<file path="src/rtl/assert_macros.svh">
// Assertion macros used by the frame size scanner RTL.
`ifndef ASSERT_MACROS_SVH
`define ASSERT_MACROS_SVH

// Clocked assertion, disabled while reset is held.
`define ASSERT_CLK_RST(label, clk, rst_n, prop, msg) \
  label: assert property (@(posedge clk) disable iff (!rst_n) prop) else $error(msg);

// Clocked assertion that also holds during reset.
`define ASSERT_CLK(label, clk, prop, msg) \
  label: assert property (@(posedge clk) prop) else $error(msg);

`endif

</file>
<file path="src/rtl/jfss_pkg.sv">
// Types and constants for the JPEG frame size scanner.
`timescale 1ns / 1ps
`default_nettype none

package jfss_pkg;

  localparam logic [7:0] MARKER_PREFIX = 8'hFF;
  localparam logic [7:0] MARKER_RST_LO = 8'hD0;
  localparam logic [7:0] MARKER_RST_HI = 8'hD9;
  localparam logic [7:0] MARKER_SOF0   = 8'hC0;

  typedef enum logic [3:0] {
    PH_PREFIX = 4'd0,
    PH_MARKER = 4'd1,
    PH_LEN_HI = 4'd2,
    PH_LEN_LO = 4'd3,
    PH_SKIP   = 4'd4,
    PH_SOF_L1 = 4'd5,
    PH_SOF_L2 = 4'd6,
    PH_SOF_P  = 4'd7,
    PH_H_HI   = 4'd8,
    PH_H_LO   = 4'd9,
    PH_W_HI   = 4'd10,
    PH_W_LO   = 4'd11
  } phase_t;

  typedef struct packed {
    logic        found;
    logic [15:0] height;
    logic [15:0] width;
  } result_t;

endpackage

`default_nettype wire

</file>
<file path="src/rtl/jpeg_frame_size_scanner.sv">
// JPEG frame size scanner: walks marker segments and reports the SOF0 frame size.
`timescale 1ns / 1ps
`default_nettype none
// Usage:
//   Input channel (in_valid / in_stall): one payload byte per beat on in_data_byte,
//   in_last_byte high on the final byte of an image. Output channel (out_valid /
//   out_stall): one beat per image, out_found with out_image_height/out_image_width
//   on success, or out_found low with zero sizes on a bad prefix, a segment length
//   below two, or the end of the payload before the SOF0 frame size was read.
//   Throughput: one byte per cycle while in_stall is low. The byte walk is a single
//   phase register updated once per byte, so it does not limit the rate below that.
//   Result path: a result is registered into the output register when the byte
//   that decides it is accepted, or into the skid register if a result is stalled.
//   Stall: a two-entry output (output register plus skid register) keeps bytes
//   flowing while a result waits; in_stall rises only when both entries are full,
//   i.e. a second result arrived while the first is still stalled.
//   Bytes after the decision are dropped until the final byte of the image.
//   Reset: a synchronous rst_n low returns the parser to expecting the 0xFF
//   prefix and empties both output entries; there is no clearing pass.
module jpeg_frame_size_scanner (
  input  wire logic        clk,
  input  wire logic        rst_n,
  input  wire logic        in_valid,
  output      logic        in_stall,
  input  wire logic [7:0]  in_data_byte,
  input  wire logic        in_last_byte,
  output      logic        out_valid,
  input  wire logic        out_stall,
  output      logic        out_found,
  output      logic [15:0] out_image_height,
  output      logic [15:0] out_image_width
);
  import jfss_pkg::*;

  phase_t      phase_r, phase_nxt;
  logic [15:0] skip_r, skip_nxt;
  logic [7:0]  len_hi_r, len_hi_nxt;
  logic [15:0] height_r, height_nxt;
  logic [7:0]  width_hi_r, width_hi_nxt;
  logic        settled_r, settled_nxt;

  logic        emit;
  result_t     res;
  logic [15:0] seg_len;
  logic        in_acc;

  result_t     out_r, skid_r;
  logic        out_valid_r, skid_valid_r;
  logic        out_take;

  assign in_stall = skid_valid_r;
  assign in_acc   = in_valid && !in_stall;
  assign out_take = out_valid_r && !out_stall;
  assign seg_len  = {len_hi_r, in_data_byte};

  always_comb begin
    phase_nxt    = phase_r;
    skip_nxt     = skip_r;
    len_hi_nxt   = len_hi_r;
    height_nxt   = height_r;
    width_hi_nxt = width_hi_r;
    settled_nxt  = settled_r;
    emit         = 1'b0;
    res          = '0;
    if (!settled_r) begin
      unique case (phase_r)
        PH_PREFIX: begin
          if (in_data_byte != MARKER_PREFIX) emit = 1'b1;
          else phase_nxt = PH_MARKER;
        end
        PH_MARKER: begin
          if (in_data_byte >= MARKER_RST_LO && in_data_byte <= MARKER_RST_HI) begin
            phase_nxt = PH_PREFIX;
          end else if (in_data_byte == MARKER_SOF0) begin
            phase_nxt = PH_SOF_L1;
          end else begin
            phase_nxt = PH_LEN_HI;
          end
        end
        PH_LEN_HI: begin
          len_hi_nxt = in_data_byte;
          phase_nxt  = PH_LEN_LO;
        end
        PH_LEN_LO: begin
          // length counts its own two bytes
          if (seg_len[15:1] == 15'd0) begin
            emit = 1'b1;
          end else begin
            skip_nxt  = seg_len - 16'd2;
            phase_nxt = (seg_len == 16'd2) ? PH_PREFIX : PH_SKIP;
          end
        end
        PH_SKIP: begin
          skip_nxt = skip_r - 16'd1;
          if (skip_r == 16'd1) phase_nxt = PH_PREFIX;
        end
        PH_SOF_L1: phase_nxt = PH_SOF_L2;
        PH_SOF_L2: phase_nxt = PH_SOF_P;
        PH_SOF_P:  phase_nxt = PH_H_HI;
        PH_H_HI: begin
          height_nxt = {in_data_byte, 8'd0};
          phase_nxt  = PH_H_LO;
        end
        PH_H_LO: begin
          height_nxt = {height_r[15:8], in_data_byte};
          phase_nxt  = PH_W_HI;
        end
        PH_W_HI: begin
          width_hi_nxt = in_data_byte;
          phase_nxt    = PH_W_LO;
        end
        PH_W_LO: begin
          emit       = 1'b1;
          res.found  = 1'b1;
          res.height = height_r;
          res.width  = {width_hi_r, in_data_byte};
        end
        default: emit = 1'b1;
      endcase
    end
    if (emit) settled_nxt = 1'b1;
    if (in_last_byte) begin
      // end of payload: fail if still undecided, then start over
      if (!settled_nxt) begin
        emit = 1'b1;
        res  = '0;
      end
      phase_nxt    = PH_PREFIX;
      skip_nxt     = 16'd0;
      len_hi_nxt   = 8'd0;
      height_nxt   = 16'd0;
      width_hi_nxt = 8'd0;
      settled_nxt  = 1'b0;
    end
  end

  always_ff @(posedge clk) begin
    if (!rst_n) begin
      phase_r    <= PH_PREFIX;
      skip_r     <= 16'd0;
      len_hi_r   <= 8'd0;
      height_r   <= 16'd0;
      width_hi_r <= 8'd0;
      settled_r  <= 1'b0;
    end else if (in_acc) begin
      phase_r    <= phase_nxt;
      skip_r     <= skip_nxt;
      len_hi_r   <= len_hi_nxt;
      height_r   <= height_nxt;
      width_hi_r <= width_hi_nxt;
      settled_r  <= settled_nxt;
    end
  end

  // output register plus skid entry
  always_ff @(posedge clk) begin
    if (!rst_n) begin
      out_valid_r  <= 1'b0;
      skid_valid_r <= 1'b0;
    end else begin
      if (skid_valid_r) begin
        if (out_take || !out_valid_r) begin
          out_valid_r  <= 1'b1;
          skid_valid_r <= 1'b0;
        end
      end else if (in_acc && emit) begin
        if (out_take || !out_valid_r) begin
          out_valid_r <= 1'b1;
        end else begin
          skid_valid_r <= 1'b1;
        end
      end else if (out_take) begin
        out_valid_r <= 1'b0;
      end
    end
  end

  always_ff @(posedge clk) begin
    if (skid_valid_r) begin
      if (out_take || !out_valid_r) out_r <= skid_r;
    end else if (in_acc && emit) begin
      if (out_take || !out_valid_r) out_r <= res;
      else skid_r <= res;
    end
  end

  assign out_valid        = out_valid_r;
  assign out_found        = out_r.found;
  assign out_image_height = out_r.height;
  assign out_image_width  = out_r.width;

`include "assert_macros.svh"

  `ASSERT_CLK_RST(a_skid_needs_out, clk, rst_n,
    !skid_valid_r || out_valid_r, "skid full with output empty")
  `ASSERT_CLK_RST(a_skid_holds, clk, rst_n,
    (skid_valid_r && out_stall) |=> skid_valid_r, "skid beat dropped while stalled")
  `ASSERT_CLK_RST(a_found_phase, clk, rst_n,
    (emit && res.found) |-> (phase_r == PH_W_LO && !settled_r),
    "found result outside width phase")
  `ASSERT_CLK_RST(a_no_emit_settled, clk, rst_n,
    (settled_r && !in_last_byte) |-> !emit, "second result for one image")

endmodule

`default_nettype wire

</file>
<file path="config.mk">
export PLATFORM = sky130hd
export DESIGN_NAME = jpeg_frame_size_scanner
export DESIGN_NICKNAME = d
export VERILOG_FILES = /design/src/rtl/jfss_pkg.sv /design/src/rtl/jpeg_frame_size_scanner.sv
export VERILOG_INCLUDE_DIRS = /design/src /design/src/rtl
export SDC_FILE = /design/constraint.sdc
export NUM_CORES = 1
export LEC_CHECK = 0
export BUFFER_PORTS_ARGS = -buffer_cell sky130_fd_sc_hd__clkbuf_2
export CORE_ASPECT_RATIO = 0.9
export CORE_MARGIN = 1.5
export CORE_UTILIZATION = 55
export DETAILED_ROUTE_END_ITERATION = 10
export GPL_TIMING_DRIVEN = 0
export PLACE_DENSITY = 0.74
export SYNTH_ARGS = -nofsm -noshare
export SYNTH_HDL_FRONTEND = slang
export SYNTH_SLANG_ARGS = --single-unit
</file>
<file path="constraint.sdc">
create_clock -name clk -period 10.2 [get_ports clk]
set_clock_uncertainty 0.05 [all_clocks]
set_input_delay 0.51 -clock clk [delete_from_list [all_inputs] [get_ports clk]]
set_output_delay 0.51 -clock clk [all_outputs]
set_load 0.02 [all_outputs]
</file>
[Yosys cells after proc, flatten, opt, wreduce, memory -nomap -nowiden]
Index checks and enable logic that the tools add are counted.
Operators by class
  bitwise operators: 2
  muxes and demuxes: 45
  $add $sub $neg: 2
  reduce and logical (&&, ||, !) cells: 27
  equal/unequal tests: 20
  $lt $le $gt $ge: 2
Operator list (count)
  two-way mux 33 bit: 8
  two-way mux 16 bit: 5
  one-hot mux 16 bit (2 select lines): 2
  two-way mux 8 bit: 6
  one-hot mux 4 bit (11 select lines): 1
  two-way mux 4 bit: 5
  == test 16 x 1 -> 1 bit (second input constant): 1
  == test 16 x 2 -> 1 bit (second input constant): 1
  == test 4 x 3 -> 1 bit (second input constant): 4
  == test 4 bit (second input constant): 4
  subtractor 16 x 1 -> 16 bit (second input constant): 1
  subtractor 16 x 2 -> 16 bit (second input constant): 1
  zero test 15 bit: 1
  two-way mux 1 bit: 14
  AND reduction 3 bit: 4
  nonzero test 12 bit: 1
  two-way mux 3 bit: 3
  inequality test 3 bit (second input constant): 3
  nonzero test 3 bit: 3
  OR reduction 9 bit: 1
  == test 4 x 2 -> 1 bit (second input constant): 2
  == test 8 bit (second input constant): 1
  greater-or-equal comparator 8 bit (second input constant): 1
  less-or-equal comparator 8 bit (second input constant): 1
  13 further kinds: 24
Word-level totals
  word-level logic and storage cells: 113
  output and inout port bits: 35
  bits of input ports: 13
  register bits: 121

[Longest topological paths before layout]
  word-level depth: 10
  gate-level depth with buffers: 8
  mapped depth without buffers: 7

[Worst setup path before layout]
Ideal clock, no wire load.
  path type: in2reg
  start point: in in_data_byte[4]
  end point: reg skid_r[0] (netlist name), enable pin
  setup time: 471 ps
  stages: 5
  data arrival time: 4131 ps
  required time: 9679 ps
  setup slack: 5547 ps
  buffers on the path: 1
  cell sequence: clkbuf_1 -> nor4_2 -> nand4b_2 -> o2111ai_1 -> nor3b_1
Between the ends
  cells in the longest elaborated chain, start to end: 9
  elaborated cells between the ends (all ways): 11
  classes of those cells: eq/ne: 1; mux: 7; reduce/logical: 3
Ends and longest elaborated chain
  start: declaration: line jpeg_frame_size_scanner.sv:25  | input wire logic [7:0] in_data_byte,
  inequality test 8 bit or zero test 15 bit (tied branches): line jpeg_frame_size_scanner.sv:68, jpeg_frame_size_scanner.sv:86
  two-way mux 1 bit, on equally long branches: line jpeg_frame_size_scanner.sv:68, jpeg_frame_size_scanner.sv:86
  one-hot mux 1 bit (3 select lines) (*): line jpeg_frame_size_scanner.sv:66  | unique case (phase_r)
  two-way mux 1 bit (*): line jpeg_frame_size_scanner.sv:65  | if (!settled_r) begin
  two-way mux 1 bit: line jpeg_frame_size_scanner.sv:121  | if (emit) settled_nxt = 1'b1;
  two-way mux 1 bit: line jpeg_frame_size_scanner.sv:124  | if (!settled_nxt) begin
  two-way mux 1 bit (*): line jpeg_frame_size_scanner.sv:122  | if (in_last_byte) begin
  logical AND 1 bit (*): line jpeg_frame_size_scanner.sv:181  | end else if (in_acc && emit) begin
  AND reduction 3 bit (no line) (*)
  end signal: assignment: line jpeg_frame_size_scanner.sv:183  | else skid_r <= res;
  end: declaration: line jpeg_frame_size_scanner.sv:47  | result_t out_r, skid_r;
Mark *: on every way between the ends. The rest lies on a longest branch, timed or not.
A chain may end at the register's enable or synchronous reset.

[Worst setup path in the final report]
  start point: reg len_hi_r[0]
  end point: reg skid_r[12] (netlist name), enable pin
Between the ends
  cells in the longest elaborated chain, start to end: 9
Ends and longest elaborated chain
  start: declaration: line jpeg_frame_size_scanner.sv:37  | logic [7:0] len_hi_r, len_hi_nxt;
  start signal: assignment: line jpeg_frame_size_scanner.sv:148  | len_hi_r <= len_hi_nxt;
  zero test 15 bit (*): line jpeg_frame_size_scanner.sv:86  | if (seg_len[15:1] == 15'd0) begin
  two-way mux 1 bit (*): line jpeg_frame_size_scanner.sv:86
  one-hot mux 1 bit (3 select lines) (*): line jpeg_frame_size_scanner.sv:66
  two-way mux 1 bit (*): line jpeg_frame_size_scanner.sv:65
  two-way mux 1 bit: line jpeg_frame_size_scanner.sv:121
  two-way mux 1 bit: line jpeg_frame_size_scanner.sv:124
  two-way mux 1 bit (*): line jpeg_frame_size_scanner.sv:122
  logical AND 1 bit (*): line jpeg_frame_size_scanner.sv:181
  AND reduction 3 bit (no line) (*)
Marks and branches as above.

==> results.md <==
Timing:
- Dividing the final minimum period by the clock period gives 0.326.
- The clock period could shrink to 3.33 ns.
- The number of setup violations in the final report is 0.
- The relative max-transition margin is 0.456.
- The fmax is 300 MHz.
- Setup repair after global routing left no endpoint under its margin.
- After layout, the worst setup slack is 6.87 ns.
- The final hold violation count is 0.
- The smallest hold slack is 0.390 ns.
- The number of max-slew violations in the final report is 0.
- For the pin with the worst max-slew slack, the measured transition is 0.809 ns.
- After routing, the total negative slack on setup checks comes to 0 ns.

Synthesis:
- For this run, the leading register cell type out of synthesis is sky130_fd_sc_hd__edfxtp_1.
- After synthesis, the share of flip-flops with an asynchronous set or reset is 0.
- The mean area per synthesized cell is 10.7 µm².
- The number of enable flip-flop cells after synthesis is 66.
- During synthesis, Yosys emitted a total of 0 warnings.
- Counting flops and latches in the post-synthesis netlist gives 121.
- The cell area after synthesis is 0.00599 mm².
- In the synthesized netlist, the number of instances is 559.
- The net count of the mapped netlist is 577.
- The share of the Yosys chip area taken by registers is 0.515.
- In this run, distinct cell masters in the synthesized netlist total 62.

Critical path:
- The worst register-to-register path ends at skid_r[12].
- The cell that appears most often on the critical path is sky130_fd_sc_hd__buf_6.
- In this design, the stage delay of the slowest critical-path cell is 0.73 ns.
- The worst reg2reg path depth is 6.
- The reg-to-reg critical path startpoint is len_hi_r[0].
- In this run the register-to-register setup slack is 6.87 ns.
- Data arrives at the worst endpoint at 3.40 ns.
- The cell with the largest stage delay on the worst path is sky130_fd_sc_hd__nor4_2.
- The maximum fanout along the worst path is 13.
- Following the worst setup path forward leads to its endpoint at skid_r[12].
- The worst setup path is captured at a register.
- The worst setup path is launched from a register.
- The worst setup path is of the reg -> reg kind.
- The required time at the worst-slack endpoint is 10.27 ns.
- The critical path goes through nor4_2 > nand4b_2 > o2111ai_1 > nor3b_2 > buf_6 > buf_6.
- The most critical setup path has its startpoint at len_hi_r[0].

Power and ir drop:
- Power spread over the standard cell area amounts to 178 mW/mm².
- Of the total power, the clock network draws 0.498.
- The proportion of total power due to net switching is 0.242.
- VDD sags by at most 108 µV.
- The analysis attributes to cell leakage a power of 2.69 nW.
- The switching power total is 0.304 mW.
- The part of the total power dissipated in combinational logic is 0.073.
- The sequential share of power is 0.428.
- The internal power summed over all cells is 0.949 mW.

Clock tree:
- The number of clock buffers inserted by TritonCTS is 17.
- At the later pin of the worst-skew pair, clock insertion delay measures 0.42 ns.
- The cell at the root of the clock tree is sky130_fd_sc_hd__clkbuf_16.
- The TritonCTS clock tree is done.
- CTS saw 121 sinks.
- Clock-pin slew was measured on the worst setup and hold paths at 0.06 ns.
- The number of H-tree branching levels is 4.
- The number of setup buffers added after CTS is 0.
- Once the clock tree was built, the resizer swapped 0 gates to a different size.
- In this run the deepest clock path goes through 2 buffers.
- After clock tree synthesis, the flow added hold-fix buffers numbering 0.

Global route:
- The global-route wire length before repair is 22.4 mm.
- The number of antenna violations at the first check in global routing came to 0.
- The via count of the first global-routing pass is 4,375.
- The total overflow left after global routing is 0.
- The largest net degree at the start of global routing is 33.
- The total global routing track utilization is 0.256.

Drt:
- Before antenna repair, the detailed router went through 4 iterations.
- After detailed routing, the average wire length per cell comes to 18.4 µm.
- After detailed routing, the number of remaining DRC violations is 0.
- The final route contains 4,610 vias.
- The detailed router's first-iteration violation count is 323.
- The average vias per placed instance is 6.01.
- The number of routed nets with antenna violations is 0.
- Summed over all layers, the routed wires come to 14.1 mm.

Hold path:
- Along the worst hold path, the cell count comes to 3.
- The critical hold path startpoint is out_stall.
- The class of the tightest hold or removal check is in -> reg.

Die:
- After floorplanning, the core was sized to cover 0.0104 mm².
- The initial cell density of the core is 0.574.
- The floorplan step defined a die boundary enclosing 0.0115 mm².
- The number of core rows is 35.
- In this run the horizontal extent of the chip is 113 µm.
- In this run the vertical extent of the chip is 102 µm.
- During I/O placement, the number of pins put on the boundary was 48.

Cells and area:
- The filler-free cell count of the finished design is 767.
- The fraction of final layout cells sized beyond drive strength 1 is 0.212.
- Compared with the post-synthesis result, the final layout area differs by 17.6%.
- The number of nets at the end of the flow is 643.
- The register cell area after layout is 0.00308 mm².
- The number of diodes is 0.
- The summed area of non-filler cells in the final layout is 0.00704 mm².
- The total area of multi-input combinational cells is 0.00273 mm².
- The fill cell total of the finished layout is 792.

Status:
- The flow ran to the end, and the final reports show no timing, DRC or antenna violations.

Run:
- The max-capacitance violation count is 0.

Placed design:
- The post-detailed-placement half-perimeter wirelength is 9.82 mm.
- The instance area at placement is 0.00643 mm².
- The weighted congestion reported at the end of routability-driven placement is 0.874.
- The post-placement setup slack is 6.68 ns.
- The count of buffers added on input and output ports is 44.
- After detailed placement, the design holds a cell count of 735.
==> worst min-delay path by stage <==
stage / endpoint / slack [ns]
global placement: skip_r[9] / 0.44
CTS: in_stall / 0.38
global route: in_stall / 0.41
detailed placement: height_r[12] / 0.44
floorplan: height_r[10] / 0.42
finish: in_stall / 0.39
==> per-stage QoR <==
stage | power (mW) | util
5_1_grt | 1.29 | 0.676
6_report | 1.25 | 0.676
3_5_place_dp | 0.637 | 0.617
2_1_floorplan | 0.606 | -
3_3_place_gp | 0.633 | 0.611
4_1_cts | 1.26 | 0.676
==> power groups by stage <==
stage	Clock (mW)	Sequential (mW)	Combinational, mW
finish	0.624	0.537	0.0918
global route	0.652	0.538	0.0990
CTS	0.632	0.537	0.0915
detailed placement	0	0.547	0.0903
global placement	0	0.547	0.0854
floorplan	0	0.560	0.0459
==> flip-flops by register name, indices dropped and copies added, names as in the netlist, 4 cells and up <==
register	cells
height_r	16
len_hi_r	8
out_image_height	16
out_image_width	16
phase_r	4
skid_r	33
skip_r	16
width_hi_r	8
==> cell usage in the layout (no fill, tap or decap), drive strengths merged, types with 11 or more instances in the layout <==
cell and count:
nand3 20, buf 13, mux2 33, and2 41, nor2 22, o21ai 22, clkbuf 91, nor3 18
nor2b 36, edfxtp 66, nand2 39, inv 11, nor4 15, dfxtp 55, mux2i 20, xnor2 13
a21oi 15
==> cell families after synthesis <==
logic type      Yosys count  synth area share
buf+inv                  46            0.0314
flops                   121             0.515
fa+ha+maj                 5            0.0105
xor+xnor                 19            0.0278
simple gates            228             0.219
mux                      53            0.0955
compound gates           87             0.101
==> worst max-delay path, delay by kind of cell, from the launching register on <==
kind,cells,cell delay [ns]
buffers and inverters,2,0.46
and+or+nand+nor,3,1.75
DFF,1,0.39
AOI/OAI and AO/OA,1,0.37
==> layer usage <==
layer | vias up | wire (µm) | part of all wire | track usage
met5 | - | 0 | 0 | 0
met4 | 0 | 194 | 0.014 | 0.0904
met3 | 17 | 821 | 0.058 | 0.0676
met2 | 166 | 6790 | 0.48 | 0.424
met1 | 2232 | 6340 | 0.45 | 0.331
li1 | 2195 | - | - | -
==> synth_stat cells (4+ instances only) <==
cell	instances	area (µm²)
sky130_fd_sc_hd__nor4_1	11	68.8
sky130_fd_sc_hd__nand4b_1	4	35.0
sky130_fd_sc_hd__nor3_1	18	90.1
sky130_fd_sc_hd__o31a_1	4	35.0
sky130_fd_sc_hd__o211ai_1	5	37.5
sky130_fd_sc_hd__ha_1	5	62.6
sky130_fd_sc_hd__mux2_2	33	372
sky130_fd_sc_hd__o21ai_0	20	100
sky130_fd_sc_hd__nor2b_1	36	225
sky130_fd_sc_hd__xor2_1	6	52.6
sky130_fd_sc_hd__a32oi_1	4	35.0
sky130_fd_sc_hd__inv_1	6	22.5
sky130_fd_sc_hd__buf_2	6	30.0
sky130_fd_sc_hd__nand3_1	20	100
sky130_fd_sc_hd__nand2_1	39	146
sky130_fd_sc_hd__and2_1	41	257
sky130_fd_sc_hd__clkbuf_1	30	113
sky130_fd_sc_hd__mux2i_1	20	200
sky130_fd_sc_hd__a21oi_1	15	75.1
sky130_fd_sc_hd__a21boi_0	4	30.0
sky130_fd_sc_hd__dfxtp_1	55	1100
sky130_fd_sc_hd__nor4_2	4	50.1
sky130_fd_sc_hd__xnor2_1	13	114
sky130_fd_sc_hd__o31ai_1	4	30.0
sky130_fd_sc_hd__nor2_1	22	82.6
sky130_fd_sc_hd__edfxtp_1	66	1980
sky130_fd_sc_hd__o21a_1	4	30.0
sky130_fd_sc_hd__o22ai_1	4	25.0
sky130_fd_sc_hd__nand4_1	9	56.3
==> final cells by class <==
class | instances | area share
Sequential cell | 121 | 0.438
Tap cell | 129 | 0.0229
Multi-Input combinational cell | 392 | 0.388
Buffer | 40 | 0.0235
Clock inverter | 15 | 0.0270
Inverter | 6 | 0.00320
Clock buffer | 17 | 0.0604
Timing Repair Buffer | 47 | 0.0373
No activity file was read; power rests on OpenSTA's default activity.
